**src/sv/mbor_pkg.sv**
```systemverilog
`timescale 1ns / 1ps

package mbor_pkg;

  localparam int NumButtons  = 5;
  localparam int TimeBits    = 32;
  localparam int SeedBits    = 31;
  localparam int CfgIdxBits  = 3;
  localparam int CfgDataBits = 5;

  typedef enum logic [2:0] {
    OpTick  = 3'd0,
    OpPhys  = 3'd1,
    OpForce = 3'd2,
    OpClick = 3'd3,
    OpMove  = 3'd4,
    OpWheel = 3'd5,
    OpRead  = 3'd6
  } op_e;

  typedef enum logic [CfgIdxBits-1:0] {
    CfgLockX   = 3'd0,
    CfgLockY   = 3'd1,
    CfgBtnLock = 3'd2,
    CfgNotify  = 3'd3
  } cfg_e;

  // 31-bit LCG
  localparam logic [SeedBits-1:0] LcgMul  = 31'd1103515245;
  localparam logic [SeedBits-1:0] LcgInc  = 31'd12345;
  localparam logic [SeedBits-1:0] SeedRst = 31'h12345678;
  // two steps folded into one affine map
  localparam logic [SeedBits-1:0] LcgMul2 = SeedBits'(64'(LcgMul) * 64'(LcgMul));
  localparam logic [SeedBits-1:0] LcgInc2 =
    SeedBits'(64'(LcgMul) * 64'(LcgInc) + 64'(LcgInc));

  function automatic logic [SeedBits-1:0] lcg_step(logic [SeedBits-1:0] s);
    return SeedBits'(s * LcgMul + LcgInc);
  endfunction

  function automatic logic [SeedBits-1:0] lcg_jump2(logic [SeedBits-1:0] s);
    return SeedBits'(s * LcgMul2 + LcgInc2);
  endfunction

  localparam logic [SeedBits-1:0] SeedRst1 = lcg_step(SeedRst);
  localparam logic [SeedBits-1:0] SeedRst2 = lcg_step(SeedRst1);

  // both duration windows are 51 ms wide
  localparam int RandRange  = 51;
  localparam int RandShift  = 16;
  localparam int RandBits   = SeedBits - RandShift;
  localparam int RecipShift = 21;
  localparam int RecipMul   = (2 ** RecipShift + RandRange - 1) / RandRange;
  localparam int ReleaseMin = 125;
  localparam int PressMin   = 75;

  // (v mod 51) via reciprocal multiply, exact for 15-bit v
  function automatic logic [5:0] rand_mod(logic [RandBits-1:0] v);
    logic [31:0] prod;
    logic [9:0]  quo;
    logic [15:0] rem;
    prod = 32'(v) * 32'(RecipMul);
    quo  = 10'(prod >> RecipShift);
    rem  = 16'(v) - 16'(quo) * 16'(RandRange);
    return 6'(rem);
  endfunction

  typedef struct packed {
    op_e                  opcode;
    logic [TimeBits-1:0]  now_ms;
    logic [2:0]           button_index;
    logic                 press;
    logic [4:0]           physical_mask;
    logic signed [15:0]   move_dx;
    logic signed [15:0]   move_dy;
    logic signed [7:0]    wheel_delta;
  } item_t;

  typedef struct packed {
    logic [NumButtons-1:0] pressed;
    logic [NumButtons-1:0] forced;
  } btn_state_t;

  typedef struct packed {
    logic one;
    logic two;
  } draw_req_t;

endpackage

```
**src/sv/mbor_if.sv**
```systemverilog
`timescale 1ns / 1ps

interface mbor_in_if;
  logic               valid;
  logic               ready;
  logic [2:0]         opcode;
  logic [31:0]        now_ms;
  logic [2:0]         button_index;
  logic               press;
  logic [4:0]         physical_mask;
  logic signed [15:0] move_dx;
  logic signed [15:0] move_dy;
  logic signed [7:0]  wheel_delta;

  modport source (
    output valid, opcode, now_ms, button_index, press, physical_mask,
           move_dx, move_dy, wheel_delta,
    input  ready
  );
  modport sink (
    input  valid, opcode, now_ms, button_index, press, physical_mask,
           move_dx, move_dy, wheel_delta,
    output ready
  );
endinterface

interface mbor_out_if;
  logic              valid;
  logic              ready;
  logic [4:0]        report_buttons;
  logic signed [7:0] report_x;
  logic signed [7:0] report_y;
  logic signed [7:0] report_wheel;
  logic              mask_changed;
  logic              any_forced;

  modport source (
    output valid, report_buttons, report_x, report_y, report_wheel,
           mask_changed, any_forced,
    input  ready
  );
  modport sink (
    input  valid, report_buttons, report_x, report_y, report_wheel,
           mask_changed, any_forced,
    output ready
  );
endinterface

```
**src/sv/mbor_lcg.sv**
```systemverilog
`timescale 1ns / 1ps

// Keeps the seeds for the next two draws so a click can take both at once.
module mbor_lcg (
  input  logic                  clk_i,
  input  logic                  rst_ni,
  input  logic                  adv_i,
  input  mbor_pkg::draw_req_t   req_i,
  output logic [5:0]            rnd1_o,
  output logic [5:0]            rnd2_o
);

  logic [mbor_pkg::SeedBits-1:0] n1_q, n1_d;
  logic [mbor_pkg::SeedBits-1:0] n2_q, n2_d;

  always_comb begin
    n1_d = n1_q;
    n2_d = n2_q;
    if (req_i.two) begin
      n1_d = mbor_pkg::lcg_step(n2_q);
      n2_d = mbor_pkg::lcg_jump2(n2_q);
    end else if (req_i.one) begin
      n1_d = n2_q;
      n2_d = mbor_pkg::lcg_step(n2_q);
    end
  end

  always_ff @(posedge clk_i or negedge rst_ni) begin
    if (!rst_ni) begin
      n1_q <= mbor_pkg::SeedRst1;
      n2_q <= mbor_pkg::SeedRst2;
    end else if (adv_i) begin
      n1_q <= n1_d;
      n2_q <= n2_d;
    end
  end

  assign rnd1_o = mbor_pkg::rand_mod(n1_q[mbor_pkg::SeedBits-1:mbor_pkg::RandShift]);
  assign rnd2_o = mbor_pkg::rand_mod(n2_q[mbor_pkg::SeedBits-1:mbor_pkg::RandShift]);

endmodule

```
**src/sv/mbor_buttons.sv**
```systemverilog
`timescale 1ns / 1ps

module mbor_buttons (
  input  logic                            clk_i,
  input  logic                            rst_ni,
  input  logic                            adv_i,
  input  mbor_pkg::item_t                 item_i,
  input  logic [mbor_pkg::NumButtons-1:0] lock_i,
  input  logic [5:0]                      rnd1_i,
  input  logic [5:0]                      rnd2_i,
  output mbor_pkg::btn_state_t            state_o,
  output mbor_pkg::draw_req_t             req_o
);

  localparam int Nb = mbor_pkg::NumButtons;
  localparam int Tb = mbor_pkg::TimeBits;

  logic [Nb-1:0] pressed_q, pressed_d;
  logic [Nb-1:0] forced_q, forced_d;
  logic [Nb-1:0] clicking_q, clicking_d;
  logic [Nb-1:0] dl_we, click_we;
  logic [Nb-1:0] rel_hit;
  logic [Nb-1:0] phys_q, phys_d;
  logic [Tb-1:0] deadline_q [Nb];
  logic [Tb-1:0] click_rel_q [Nb];
  logic [Tb-1:0] click_end_q [Nb];

  logic [Tb-1:0] now;
  logic [Tb-1:0] rel_time;
  logic [Tb-1:0] click_rel;
  logic [Tb-1:0] click_end;
  logic          idx_ok;

  assign now       = Tb'(item_i.now_ms);
  assign rel_time  = now + Tb'(mbor_pkg::ReleaseMin) + Tb'(rnd1_i);
  assign click_rel = now + Tb'(mbor_pkg::PressMin) + Tb'(rnd1_i);
  assign click_end = now + Tb'(mbor_pkg::PressMin + mbor_pkg::ReleaseMin)
                     + Tb'(rnd1_i) + Tb'(rnd2_i);
  assign idx_ok    = 4'(item_i.button_index) < 4'(Nb);

  always_comb begin
    pressed_d  = pressed_q;
    forced_d   = forced_q;
    clicking_d = clicking_q;
    phys_d     = phys_q;
    dl_we      = '0;
    click_we   = '0;
    rel_hit    = '0;
    if (item_i.opcode == mbor_pkg::OpPhys) begin
      phys_d = Nb'(item_i.physical_mask);
    end
    for (int i = 0; i < Nb; i++) begin
      case (item_i.opcode)
        mbor_pkg::OpTick: begin
          if (clicking_q[i]) begin
            if (now >= click_end_q[i]) begin
              clicking_d[i] = 1'b0;
              forced_d[i]   = 1'b0;
              pressed_d[i]  = phys_q[i];
            end else if (now >= click_rel_q[i]) begin
              pressed_d[i] = 1'b0;
            end
          end else if (forced_q[i] && !pressed_q[i]) begin
            // timed release pending
            if (now >= deadline_q[i]) begin
              forced_d[i] = 1'b0;
              if (!lock_i[i]) pressed_d[i] = phys_q[i];
            end
          end else if (!forced_q[i] && !lock_i[i]) begin
            pressed_d[i] = phys_q[i];
          end
        end
        mbor_pkg::OpPhys: begin
          if (!forced_q[i] && !lock_i[i]) pressed_d[i] = item_i.physical_mask[i];
        end
        mbor_pkg::OpForce: begin
          if (item_i.button_index == 3'(i)) begin
            if (item_i.press) begin
              pressed_d[i]  = 1'b1;
              forced_d[i]   = 1'b1;
              clicking_d[i] = 1'b0;
            end else if (forced_q[i] && pressed_q[i]) begin
              pressed_d[i]  = 1'b0;
              clicking_d[i] = 1'b0;
              dl_we[i]      = 1'b1;
              rel_hit[i]    = 1'b1;
            end
          end
        end
        mbor_pkg::OpClick: begin
          if (item_i.button_index == 3'(i)) begin
            clicking_d[i] = 1'b1;
            pressed_d[i]  = 1'b1;
            forced_d[i]   = 1'b1;
            click_we[i]   = 1'b1;
          end
        end
        default: ;
      endcase
    end
  end

  assign req_o.one = |rel_hit;
  assign req_o.two = (item_i.opcode == mbor_pkg::OpClick) && idx_ok;

  always_ff @(posedge clk_i or negedge rst_ni) begin
    if (!rst_ni) begin
      pressed_q  <= '0;
      forced_q   <= '0;
      clicking_q <= '0;
      phys_q     <= '0;
    end else if (adv_i) begin
      pressed_q  <= pressed_d;
      forced_q   <= forced_d;
      clicking_q <= clicking_d;
      phys_q     <= phys_d;
    end
  end

  // deadlines are only read while the matching state bit is set
  always_ff @(posedge clk_i) begin
    for (int i = 0; i < Nb; i++) begin
      if (adv_i && dl_we[i]) deadline_q[i] <= rel_time;
      if (adv_i && click_we[i]) begin
        click_rel_q[i] <= click_rel;
        click_end_q[i] <= click_end;
      end
    end
  end

  assign state_o.pressed = pressed_d;
  assign state_o.forced  = forced_d;

endmodule

```
**src/sv/mbor_motion.sv**
```systemverilog
`timescale 1ns / 1ps

module mbor_motion (
  input  logic              clk_i,
  input  logic              rst_ni,
  input  logic              adv_i,
  input  mbor_pkg::item_t   item_i,
  input  logic              lock_x_i,
  input  logic              lock_y_i,
  output logic signed [7:0] x_o,
  output logic signed [7:0] y_o,
  output logic signed [7:0] wheel_o
);

  logic signed [31:0] x_q, x_d;
  logic signed [31:0] y_q, y_d;
  logic signed [7:0]  w_q, w_d;
  logic [32:0]        x_sum, y_sum;
  logic [8:0]         w_sum;
  logic [39:0]        x_dr, y_dr;

  function automatic logic [31:0] sat32(logic [32:0] s);
    logic [31:0] r;
    if (s[32] != s[31]) r = s[32] ? 32'h8000_0000 : 32'h7FFF_FFFF;
    else                r = s[31:0];
    return r;
  endfunction

  // {chunk, remainder}
  function automatic logic [39:0] drain(logic signed [31:0] acc);
    logic [39:0] r;
    if (acc > 32'sd127)       r = {8'h7F, 32'(acc - 32'sd127)};
    else if (acc < -32'sd128) r = {8'h80, 32'(acc + 32'sd128)};
    else                      r = {acc[7:0], 32'd0};
    return r;
  endfunction

  assign x_sum = {x_q[31], x_q} + {{17{item_i.move_dx[15]}}, item_i.move_dx};
  assign y_sum = {y_q[31], y_q} + {{17{item_i.move_dy[15]}}, item_i.move_dy};
  assign w_sum = {w_q[7], w_q} + {item_i.wheel_delta[7], item_i.wheel_delta};
  assign x_dr  = drain(x_q);
  assign y_dr  = drain(y_q);

  always_comb begin
    x_d     = x_q;
    y_d     = y_q;
    w_d     = w_q;
    x_o     = '0;
    y_o     = '0;
    wheel_o = '0;
    case (item_i.opcode)
      mbor_pkg::OpMove: begin
        if (!lock_x_i) x_d = sat32(x_sum);
        if (!lock_y_i) y_d = sat32(y_sum);
      end
      mbor_pkg::OpWheel: begin
        if (w_sum[8] != w_sum[7]) w_d = w_sum[8] ? 8'sh80 : 8'sh7F;
        else                      w_d = w_sum[7:0];
      end
      mbor_pkg::OpRead: begin
        x_o     = x_dr[39:32];
        y_o     = y_dr[39:32];
        wheel_o = w_q;
        x_d     = x_dr[31:0];
        y_d     = y_dr[31:0];
        w_d     = '0;
      end
      default: ;
    endcase
  end

  always_ff @(posedge clk_i or negedge rst_ni) begin
    if (!rst_ni) begin
      x_q <= '0;
      y_q <= '0;
      w_q <= '0;
    end else if (adv_i) begin
      x_q <= x_d;
      y_q <= y_d;
      w_q <= w_d;
    end
  end

endmodule

```
**src/sv/mouse_button_override_report.sv**
```systemverilog
`timescale 1ns / 1ps
// An accepted transaction lands in the input register and its result loads into the
// result register when that register is empty or its result is being taken.
// Throughput: one transaction per cycle; input ready drops only while a result
// waits in a full result register. The LCG keeps two seeds ahead.
// Reset (async, active low) clears buttons, accumulators and config and reloads the seeds.
module mouse_button_override_report (
  input  logic                              clk_i,
  input  logic                              rst_ni,
  mbor_in_if.sink                           item_i,
  mbor_out_if.source                        report_o,
  input  logic                              cfg_we_i,
  input  logic [mbor_pkg::CfgIdxBits-1:0]   cfg_idx_i,
  input  logic [mbor_pkg::CfgDataBits-1:0]  cfg_data_i
);

  localparam int Nb = mbor_pkg::NumButtons;

  mbor_pkg::item_t      item_q;
  logic                 iv_q;
  logic                 ov_q;
  logic                 adv;
  mbor_pkg::btn_state_t btn;
  mbor_pkg::draw_req_t  req;
  logic [5:0]           rnd1, rnd2;
  logic signed [7:0]    rx, ry, rw;

  logic                 lock_x_q, lock_y_q, notify_q;
  logic [Nb-1:0]        btn_lock_q;
  logic [Nb-1:0]        last_q;
  logic                 changed;

  logic [4:0]           res_buttons_q;
  logic signed [7:0]    res_x_q, res_y_q, res_w_q;
  logic                 res_changed_q, res_forced_q;

  assign adv          = iv_q && (!ov_q || report_o.ready);
  assign item_i.ready = !iv_q || adv;

  always_ff @(posedge clk_i or negedge rst_ni) begin
    if (!rst_ni) begin
      iv_q <= 1'b0;
    end else if (item_i.valid && item_i.ready) begin
      iv_q <= 1'b1;
    end else if (adv) begin
      iv_q <= 1'b0;
    end
  end

  always_ff @(posedge clk_i) begin
    if (item_i.valid && item_i.ready) begin
      item_q.opcode        <= mbor_pkg::op_e'(item_i.opcode);
      item_q.now_ms        <= mbor_pkg::TimeBits'(item_i.now_ms);
      item_q.button_index  <= item_i.button_index;
      item_q.press         <= item_i.press;
      item_q.physical_mask <= item_i.physical_mask;
      item_q.move_dx       <= item_i.move_dx;
      item_q.move_dy       <= item_i.move_dy;
      item_q.wheel_delta   <= item_i.wheel_delta;
    end
  end

  always_ff @(posedge clk_i or negedge rst_ni) begin
    if (!rst_ni) begin
      lock_x_q   <= 1'b0;
      lock_y_q   <= 1'b0;
      btn_lock_q <= '0;
      notify_q   <= 1'b0;
    end else if (cfg_we_i) begin
      case (mbor_pkg::cfg_e'(cfg_idx_i))
        mbor_pkg::CfgLockX:   lock_x_q   <= cfg_data_i[0];
        mbor_pkg::CfgLockY:   lock_y_q   <= cfg_data_i[0];
        mbor_pkg::CfgBtnLock: btn_lock_q <= Nb'(cfg_data_i);
        mbor_pkg::CfgNotify:  notify_q   <= cfg_data_i[0];
        default: ;
      endcase
    end
  end

  mbor_lcg u_lcg (
    .clk_i  (clk_i),
    .rst_ni (rst_ni),
    .adv_i  (adv),
    .req_i  (req),
    .rnd1_o (rnd1),
    .rnd2_o (rnd2)
  );

  mbor_buttons u_buttons (
    .clk_i   (clk_i),
    .rst_ni  (rst_ni),
    .adv_i   (adv),
    .item_i  (item_q),
    .lock_i  (btn_lock_q),
    .rnd1_i  (rnd1),
    .rnd2_i  (rnd2),
    .state_o (btn),
    .req_o   (req)
  );

  mbor_motion u_motion (
    .clk_i    (clk_i),
    .rst_ni   (rst_ni),
    .adv_i    (adv),
    .item_i   (item_q),
    .lock_x_i (lock_x_q),
    .lock_y_i (lock_y_q),
    .x_o      (rx),
    .y_o      (ry),
    .wheel_o  (rw)
  );

  assign changed = (item_q.opcode == mbor_pkg::OpTick) && notify_q && (btn.pressed != last_q);

  always_ff @(posedge clk_i or negedge rst_ni) begin
    if (!rst_ni) begin
      ov_q   <= 1'b0;
      last_q <= '0;
    end else begin
      if (adv) begin
        ov_q <= 1'b1;
        if (changed) last_q <= btn.pressed;
      end else if (report_o.ready) begin
        ov_q <= 1'b0;
      end
    end
  end

  always_ff @(posedge clk_i) begin
    if (adv) begin
      res_buttons_q <= 5'(btn.pressed);
      res_x_q       <= rx;
      res_y_q       <= ry;
      res_w_q       <= rw;
      res_changed_q <= changed;
      res_forced_q  <= |btn.forced;
    end
  end

  assign report_o.valid          = ov_q;
  assign report_o.report_buttons = res_buttons_q;
  assign report_o.report_x       = res_x_q;
  assign report_o.report_y       = res_y_q;
  assign report_o.report_wheel   = res_w_q;
  assign report_o.mask_changed   = res_changed_q;
  assign report_o.any_forced     = res_forced_q;

endmodule

```
**src/flat_wrapper.sv**
```systemverilog
// flat-port wrapper written by rule: the top's interface ports become plain ports
module mouse_button_override_report_flat 
  (clk_i, rst_ni, cfg_we_i, cfg_idx_i, cfg_data_i, item_i_valid, item_i_opcode, item_i_now_ms, item_i_button_index, item_i_press, item_i_physical_mask, item_i_move_dx, item_i_move_dy, item_i_wheel_delta, item_i_ready, report_o_valid, report_o_report_buttons, report_o_report_x, report_o_report_y, report_o_report_wheel, report_o_mask_changed, report_o_any_forced, report_o_ready);
  mbor_in_if item_i_i ();
  mbor_out_if report_o_i ();
  input  logic clk_i;
  input  logic rst_ni;
  input  logic cfg_we_i;
  input  logic [mbor_pkg::CfgIdxBits-1:0] cfg_idx_i;
  input  logic [mbor_pkg::CfgDataBits-1:0] cfg_data_i;
  input wire logic [$bits(item_i_i.valid)-1:0] item_i_valid;
  input wire logic [$bits(item_i_i.opcode)-1:0] item_i_opcode;
  input wire logic [$bits(item_i_i.now_ms)-1:0] item_i_now_ms;
  input wire logic [$bits(item_i_i.button_index)-1:0] item_i_button_index;
  input wire logic [$bits(item_i_i.press)-1:0] item_i_press;
  input wire logic [$bits(item_i_i.physical_mask)-1:0] item_i_physical_mask;
  input wire logic [$bits(item_i_i.move_dx)-1:0] item_i_move_dx;
  input wire logic [$bits(item_i_i.move_dy)-1:0] item_i_move_dy;
  input wire logic [$bits(item_i_i.wheel_delta)-1:0] item_i_wheel_delta;
  output wire logic [$bits(item_i_i.ready)-1:0] item_i_ready;
  output wire logic [$bits(report_o_i.valid)-1:0] report_o_valid;
  output wire logic [$bits(report_o_i.report_buttons)-1:0] report_o_report_buttons;
  output wire logic [$bits(report_o_i.report_x)-1:0] report_o_report_x;
  output wire logic [$bits(report_o_i.report_y)-1:0] report_o_report_y;
  output wire logic [$bits(report_o_i.report_wheel)-1:0] report_o_report_wheel;
  output wire logic [$bits(report_o_i.mask_changed)-1:0] report_o_mask_changed;
  output wire logic [$bits(report_o_i.any_forced)-1:0] report_o_any_forced;
  input wire logic [$bits(report_o_i.ready)-1:0] report_o_ready;
  assign item_i_i.valid = item_i_valid;
  assign item_i_i.opcode = item_i_opcode;
  assign item_i_i.now_ms = item_i_now_ms;
  assign item_i_i.button_index = item_i_button_index;
  assign item_i_i.press = item_i_press;
  assign item_i_i.physical_mask = item_i_physical_mask;
  assign item_i_i.move_dx = item_i_move_dx;
  assign item_i_i.move_dy = item_i_move_dy;
  assign item_i_i.wheel_delta = item_i_wheel_delta;
  assign item_i_ready = item_i_i.ready;
  assign report_o_valid = report_o_i.valid;
  assign report_o_report_buttons = report_o_i.report_buttons;
  assign report_o_report_x = report_o_i.report_x;
  assign report_o_report_y = report_o_i.report_y;
  assign report_o_report_wheel = report_o_i.report_wheel;
  assign report_o_mask_changed = report_o_i.mask_changed;
  assign report_o_any_forced = report_o_i.any_forced;
  assign report_o_i.ready = report_o_ready;
  mouse_button_override_report u_core (.clk_i(clk_i), .rst_ni(rst_ni), .item_i(item_i_i), .report_o(report_o_i), .cfg_we_i(cfg_we_i), .cfg_idx_i(cfg_idx_i), .cfg_data_i(cfg_data_i));
endmodule
```
**config.mk**
```make
export PLATFORM = sky130hd
export DESIGN_NAME = mouse_button_override_report_flat
export DESIGN_NICKNAME = d
export VERILOG_FILES = /design/src/sv/mbor_pkg.sv /design/src/sv/mbor_if.sv /design/src/sv/mbor_lcg.sv /design/src/sv/mbor_buttons.sv /design/src/sv/mbor_motion.sv /design/src/sv/mouse_button_override_report.sv /design/src/flat_wrapper.sv
export SDC_FILE = /design/constraint.sdc
export NUM_CORES = 2
export LEC_CHECK = 0
export BUFFER_PORTS_ARGS = -buffer_cell sky130_fd_sc_hd__clkbuf_2
export CAP_MARGIN = 20
export CORE_MARGIN = 5
export CORE_UTILIZATION = 35
export DETAILED_ROUTE_END_ITERATION = 16
export PLACE_DENSITY = 0.56
export SLEW_MARGIN = 10
export SYNTH_ARGS = -nofsm -noshare
export SYNTH_HDL_FRONTEND = slang
export SYNTH_SLANG_ARGS = --single-unit
```
**constraint.sdc**
```tcl
create_clock -name clk_i -period 12.11 [get_ports clk_i]
set_input_delay 1.8165 -clock clk_i [delete_from_list [all_inputs] [get_ports clk_i]]
set_output_delay 1.8165 -clock clk_i [all_outputs]
set_load 0.005 [all_outputs]
```
# Word-level counts from Yosys, hierarchy flattened
# Memories as Yosys holds them, arrays and structs flattened.
# Cells that the tools add are included.
# Widths: inputs -> output; s select.
# totals
reg_bits,284
ramBits,480
input_bits,97
out_inout_bits,33
word_cells,456
memories,3
# classes
add_sub_neg,18
n_mul,6
order_cmp,20
eq_ne,34
muxes,249
bitwise,1
reduce_logical,89
# memory_table
name,words,width,rd,rd_ports_with_merged_regs,wr,line,rtl
u_core.u_buttons.click_end_q,5,32,5,0,1,mbor_buttons.sv:26,logic [Tb-1:0] click_end_q [Nb];
u_core.u_buttons.click_rel_q,5,32,5,0,1,mbor_buttons.sv:25,logic [Tb-1:0] click_rel_q [Nb];
u_core.u_buttons.deadline_q,5,32,5,0,1,mbor_buttons.sv:24,logic [Tb-1:0] deadline_q [Nb];
# ops
cell,n
$mux 32,18
$ge 32x32->1,15
$reduce_or 32->1,12
$mux 1,191
$add 32x6->32,4
$pmux 32 s2,2
$mux 31,4
$mux 40,2
$mux 39,2
$add 32x16->33,2
$add 32x7->32 const B,2
$add 32x9->32 const B,2
$gt 32x8->1 const B,2
$lt 32x8->1 const B,2
$sub 32x8->32 const B,2
$mul 15x16->31 const B,2
$mul 31x31->31 const B,2
$mux 3,12
$add 32x8->32 const B,1
$add 31x14->31 const B,1
$add 31x31->31 const B,1
$logic_and 1x1->1,30
$pmux 1 s3,10
$reduce_and 5->1,5
other kinds (24),91

# Logic depth before layout (Yosys ltp)
# logic_depth
word_depth,13
ltp_mapped,46
ltp_nobuf,45

# Cells and area by module
# A second synthesis with hierarchy kept.
# unflattened
cells_unflattened,6748
area_unflattened_um2,67434.7
# modules_own_cells
mod,n_inst,cells_per_inst,area_each_um2,seq_area_each_um2
mbor_buttons,1,2724,30479.2,14914.3
mbor_lcg,1,2408,22273.9,1186.1
mbor_motion,1,1449,10507.6,1801.7
mouse_button_override_report,1,167,4174.0,3828.7

# Worst setup path before layout
# Ideal clock, no wire load.
# synth_timing
path_kind,flip-flop to flip-flop
startpoint,register u_core.u_lcg.n1_q[30] in the netlist's numbering
endpoint,memory u_core.u_buttons.click_end_q[0][126] in the netlist's numbering (data pin)
setup_time_ns,0.298
t_arrival_ns,9.188
required_ns,11.812
path_slack_ns,2.624
stages_incl_launch_ff,44
path_buffers,0
period_less_slack_ns,9.486
cell_sequence,dfrtp_1 ha_1 inv_1 fa_1 inv_1 fa_1 fa_1 ha_1 ha_1 a2111oi_0 nand2_1 a21oi_1 o21ai_1 a31oi_1 o21bai_1 a21o_1 a21oi_2 xnor2_1 [8 not listed] xnor2_1 xnor2_1 xnor2_1 xor2_1 ha_1 ha_1 ha_1 inv_1 nor2_1 nor2_1 o21bai_1 a21oi_1 nor2b_1 o21a_1 nor2_1 or2_2 or4_1 xnor2_1
# synth_via
elab_chain_cells,9
# synth_lines
element,line,rtl
start: declaration,mbor_lcg.sv:13,"logic [mbor_pkg::SeedBits-1:0] n1_q, n1_d;"
start signal: assignment,mbor_lcg.sv:30,n1_q <= mbor_pkg::SeedRst1;
start signal: assignment,mbor_lcg.sv:33,n1_q <= n1_d;
$mul 15x16->31 (*),mbor_pkg.sv:62,prod = 32'(v) * 32'(RecipMul);
$mul 10x6->6 (*),mbor_pkg.sv:64,rem = 16'(v) - 16'(quo) * 16'(RandRange);
$sub 6x6->6 (*),mbor_pkg.sv:64,
$add 32x6->32 (*) (2 in a row),mbor_buttons.sv:38,+ Tb'(rnd1_i) + Tb'(rnd2_i);
named net u_core.u_buttons.click_end[30],mbor_buttons.sv:31,logic [Tb-1:0] click_end;
$mux 32 (no line) (3 in a row),n/a,
$mux 32 (no line) (*),n/a,
end: declaration,mbor_buttons.sv:26,
# Mark *: on every way through the listed nets, which the timed path passes. The rest lies on a longest branch.

# Worst setup path in the final report
# layout_timing
startpoint,register u_core.u_lcg.n1_q[30] in the netlist's numbering
endpoint,memory u_core.u_buttons.click_end_q[0][18] in the netlist's numbering (data pin)
# Same word-level chain as after synthesis.

==> report_table.html <==
<table>
<tr><th>Metric</th><th>Value</th></tr>
<tr><th colspan="2">Global routing</th></tr>
<tr><td>Busiest grt layer</td><td>met2</td></tr>
<tr><td>Met1 usage</td><td>0.250</td></tr>
<tr><td>Global-route usage over all layers</td><td>0.189</td></tr>
<tr><td>GRT met3 Usage</td><td>0.0164</td></tr>
<tr><td>Global-route congestion overflow total</td><td>0</td></tr>
<tr><td>Largest net degree at the start of global routing</td><td>66</td></tr>
<tr><td>Fraction of met2 tracks used by global routing</td><td>0.323</td></tr>
<tr><td>First-pass GRT wire length</td><td>290000 microns</td></tr>
<tr><td>Vias in the first global route</td><td>48100</td></tr>
<tr><td>Number of antenna violations at the first check in global routing</td><td>3</td></tr>
<tr><th colspan="2">Die</th></tr>
<tr><td>Vertical die dimension</td><td>443 microns</td></tr>
<tr><td>Die area</td><td>196000 sq um</td></tr>
<tr><td>Boundary pin count</td><td>130</td></tr>
<tr><td>Row count</td><td>159</td></tr>
<tr><td>X dimension of the die</td><td>443 microns</td></tr>
<tr><td>Placeable core region</td><td>187000 sq um</td></tr>
<tr><td>Starting density of the core</td><td>0.350</td></tr>
<tr><th colspan="2">Timing</th></tr>
<tr><td>Relative slew margins</td><td>0.258</td></tr>
<tr><td>Max Clock Skew</td><td>51.7 ps</td></tr>
<tr><td>Actual slew at the worst max-slew pin</td><td>1110 ps</td></tr>
<tr><td>F_max</td><td>93.2 MHz</td></tr>
<tr><td>Worst-case hold slack</td><td>506 ps</td></tr>
<tr><td>Number of max-slew violations in the final report</td><td>0</td></tr>
<tr><td>Setup-failing EPs final</td><td>0</td></tr>
<tr><td>Final hold violation count</td><td>0</td></tr>
<tr><td>Post-route minimum period</td><td>10730 ps</td></tr>
<tr><td>Unrepaired setup endpoints after global routing</td><td>false</td></tr>
<tr><td>Period utilization</td><td>0.886</td></tr>
<tr><td>Sum of negative setup slack</td><td>0 ps</td></tr>
<tr><th colspan="2">Worst setup path</th></tr>
<tr><td>Element type at the critical path end</td><td>flop</td></tr>
<tr><td>Worst Path Max Fanout</td><td>5</td></tr>
<tr><td>Data required time at the worst endpoint</td><td>12570 ps</td></tr>
<tr><td>Critical Path Source</td><td>u_core.u_lcg.n1_q[30]</td></tr>
<tr><td>Worst reg2reg endpoint</td><td>u_core.u_buttons.click_end_q[0][18]</td></tr>
<tr><td>Worst Setup Start Kind</td><td>flop</td></tr>
<tr><td>Register-to-register setup slack</td><td>1380 ps</td></tr>
<tr><td>Critical register-to-register path startpoint</td><td>u_core.u_lcg.n1_q[30]</td></tr>
<tr><td>Data arrival time at the worst-slack endpoint</td><td>11190 ps</td></tr>
<tr><td>Dominant cell type by count on the critical path</td><td>ha_1</td></tr>
<tr><td>Biggest cell delay along the critical path</td><td>580 ps</td></tr>
<tr><td>Cell at the slowest stage of the critical path</td><td>a2111oi_0</td></tr>
<tr><td>Crit Path Category</td><td>reg2reg</td></tr>
<tr><td>Reg2Reg Depth</td><td>43</td></tr>
<tr><th colspan="2">CTS</th></tr>
<tr><td>Number of buffers created by CTS</td><td>89</td></tr>
<tr><td>Max clock buf depth</td><td>3</td></tr>
<tr><td>Maximum level of the CTS H-tree</td><td>3</td></tr>
<tr><td>Clock tree root buffer cell</td><td>clkbuf_16</td></tr>
<tr><td>Clock insertion delay at the later pin of the skew report</td><td>710 ps</td></tr>
<tr><td>TritonCTS clock tree</td><td>built</td></tr>
<tr><td>Quantity of gates resized following cts</td><td>0</td></tr>
<tr><td>Post-CTS clock slew at the launch and capture registers of the worst setup and hold paths</td><td>70 ps</td></tr>
<tr><td>CTS sink cnt</td><td>748</td></tr>
<tr><td>Buffers inserted during post-CTS setup optimization</td><td>0</td></tr>
<tr><td>Hold buffer count at cts</td><td>0</td></tr>
<tr><th colspan="2">Logic synthesis</th></tr>
<tr><td>Mux share of post-synthesis cell area</td><td>0.00395</td></tr>
<tr><td>Netlist cell types</td><td>107</td></tr>
<tr><td>Synth Flop Type</td><td>edfxtp_1</td></tr>
<tr><td>Post-Synthesis Net Count</td><td>8006</td></tr>
<tr><td>Yosys warns</td><td>0</td></tr>
<tr><td>Syn Std Cell Area</td><td>65600 sq um</td></tr>
<tr><td>Syn avg cell area</td><td>10.2 sq um</td></tr>
<tr><td>Synth Register Bits</td><td>748</td></tr>
<tr><td>Mapped Cells</td><td>6410</td></tr>
<tr><td>Sequential fraction of the synthesis area</td><td>0.331</td></tr>
<tr><td>Number of enable flip-flop cells after synthesis</td><td>595</td></tr>
<tr><td>Area share of fa/ha/maj cells after synthesis</td><td>0.330</td></tr>
<tr><td>Post-synthesis compound-gate area fraction</td><td>0.128</td></tr>
<tr><td>Asr flop ratio synth</td><td>0.205</td></tr>
<tr><td>Simple-Gate Fraction of Synth Area</td><td>0.0875</td></tr>
<tr><td>Combinational family with the most area after synthesis</td><td>adder cells</td></tr>
<tr><td>XOR/XNOR share of the synthesized area</td><td>0.0404</td></tr>
<tr><th colspan="2">Route</th></tr>
<tr><td>Per-cell routed wire length</td><td>20.6 microns</td></tr>
<tr><td>DR vias</td><td>47000</td></tr>
<tr><td>Wire length reported by the detailed router</td><td>189000 microns</td></tr>
<tr><td>Iteration count of the initial detailed-routing pass</td><td>6</td></tr>
<tr><td>Number of DRC violations after detailed-routing iteration 0</td><td>2841</td></tr>
<tr><td>DRC</td><td>0</td></tr>
<tr><td>Remaining antenna violation count</td><td>0</td></tr>
<tr><td>Drt via density</td><td>5.14</td></tr>
<tr><th colspan="2">Layout</th></tr>
<tr><td>Layout Area Growth over Synthesis</td><td>10.5%</td></tr>
<tr><td>Fillcell total</td><td>18400</td></tr>
<tr><td>Number of nets at the end of the flow</td><td>8177</td></tr>
<tr><td>Layout cell share with drive strength beyond 1</td><td>0.0710</td></tr>
<tr><th colspan="2">Job</th></tr>
<tr><td>Max_cap viols</td><td>0</td></tr>
<tr><th colspan="2">Worst hold path</th></tr>
<tr><td>Hold crit path type</td><td>reg2reg</td></tr>
<tr><td>Worst hold path endpoint</td><td>u_core.report_o.valid</td></tr>
<tr><td>Number of cells on the worst hold path</td><td>1</td></tr>
<tr><td>Worst Hold Launch</td><td>u_core.iv_q</td></tr>
<tr><th colspan="2">Place</th></tr>
<tr><td>RePlAce Congestion</td><td>0.913</td></tr>
<tr><td>IO buf count</td><td>129</td></tr>
<tr><td>Post-detailed-placement half-perimeter wirelength</td><td>145000 microns</td></tr>
<tr><th colspan="2">Outcome</th></tr>
<tr><td>Outcome</td><td>complete, no violations</td></tr>
</table>
## critical path, delay by kind of cell (launching register included)
kind	cells	cell delay [ps]
compound gates	11	2370
xor+xnor	7	1470
fa+ha+maj	14	4720
buf+inv	4	230
flops	1	440
simple gates	7	1240
## synthesized netlist by cell type (all sizes together) (12+ instances only)
cell type	count	share of area
o31ai	23	0.0026
nor3	71	0.0056
o2111ai	12	0.0016
clkbuf	93	0.0053
nand3b	14	0.0016
a31oi	45	0.0047
inv	1243	0.071
xor2	106	0.014
dfstp	28	0.011
nor4	21	0.0021
o211ai	33	0.0039
mux2	17	0.0029
ha	1118	0.21
nand3	85	0.0065
a2111oi	14	0.0020
o21bai	34	0.0041
o21ai	285	0.022
buf	34	0.0025
dfrtp	125	0.048
o22ai	19	0.0018
a21oi	388	0.030
edfxtp	595	0.27
o221ai	19	0.0026
o21a	35	0.0040
nand2	282	0.016
and3	42	0.0040
nor2b	45	0.0043
fa	381	0.12
a21o	220	0.025
nand4	109	0.010
a22oi	19	0.0022
nor2	307	0.018
a221oi	18	0.0026
a211oi	49	0.0057
nand2b	59	0.0056
and2	21	0.0021
or3	35	0.0034
or2	15	0.0014
xnor2	197	0.026
and4	15	0.0020
## placed cells by master (no fill, tap or decap), drive strengths merged, types with 125 or more instances in the layout
cell type and count:
o21ai 285, clkbuf 230, a21oi 388, ha 1118, nand2 282, edfxtp 595
inv 1254, fa 381, a21o 220, nor2 307, dfrtp 125, xnor2 197
## cells by family after synthesis
family,Yosys count
AO/OA/AOI/OAI,1308
flip-flops,748
multiplexers,23
AND/OR/NAND/NOR,1154
adder cells (fa/ha/maj),1503
buffers and inverters,1371
XOR/XNOR,303
## flip-flops by register name, indices dropped and copies added (netlist names), 8 cells and up
signal / cells
u_core.u_buttons.click_end_q: 160
u_core.u_buttons.click_rel_q: 160
u_core.u_buttons.deadline_q: 160
u_core.item_q: 84
u_core.u_motion.x_q: 32
u_core.u_motion.y_q: 32
u_core.u_lcg.n2_q: 31
u_core.u_lcg.n1_q: 15
u_core.report_o.report_wheel: 8
u_core.report_o.report_x: 8
u_core.report_o.report_y: 8
u_core.u_motion.w_q: 8
## cell type report
class	instances	area, sq um	share of cell area
Multi-Input combinational cell	4291	38800	0.536
Sequential cell	748	21700	0.300
Inverter	1244	4670	0.0644
Tap cell	2495	3120	0.0431
Clock buffer	102	2280	0.0314
Timing Repair Buffer	207	1270	0.0175
Clock inverter	58	584	0.00806
Antenna cell	2	5.00	0.0000691
## worst max path at each step
stage,endpoint,slack (ps),depth (start not counted)
2_1_floorplan,u_core.u_buttons.click_end_q[0][126],2620,43
3_3_place_gp,u_core.u_buttons.click_end_q[0][114],1390,43
3_5_place_dp,u_core.u_buttons.click_end_q[0][86],1490,43
4_1_cts,u_core.u_buttons.click_end_q[0][150],1370,43
5_1_grt,u_core.u_buttons.click_end_q[0][84],790,43
6_report,u_core.u_buttons.click_end_q[0][18],1380,43
## metal layers
metal	up-vias	share of wire
met5	-	0
met4	0	0.040
met3	243	0.038
met2	999	0.48
met1	23200	0.44
li1	22600	-
## per-stage QoR
stage | area, sq um | cells | setup slack, ps | util
3_3_place_gp | 69600 | 8981 | 1390 | 0.372
5_1_grt | 72500 | 9146 | 791 | 0.387
4_1_cts | 72400 | 9142 | 1370 | 0.387
3_5_place_dp | 69600 | 8982 | 1490 | 0.372
6_report | 72500 | 9147 | 1380 | 0.387
2_1_floorplan | 65600 | 6410 | 2620 | -
Power is left out: the tool's default activity adds up to more than one toggle a clock period on the data nets, which glitch-free logic cannot reach.
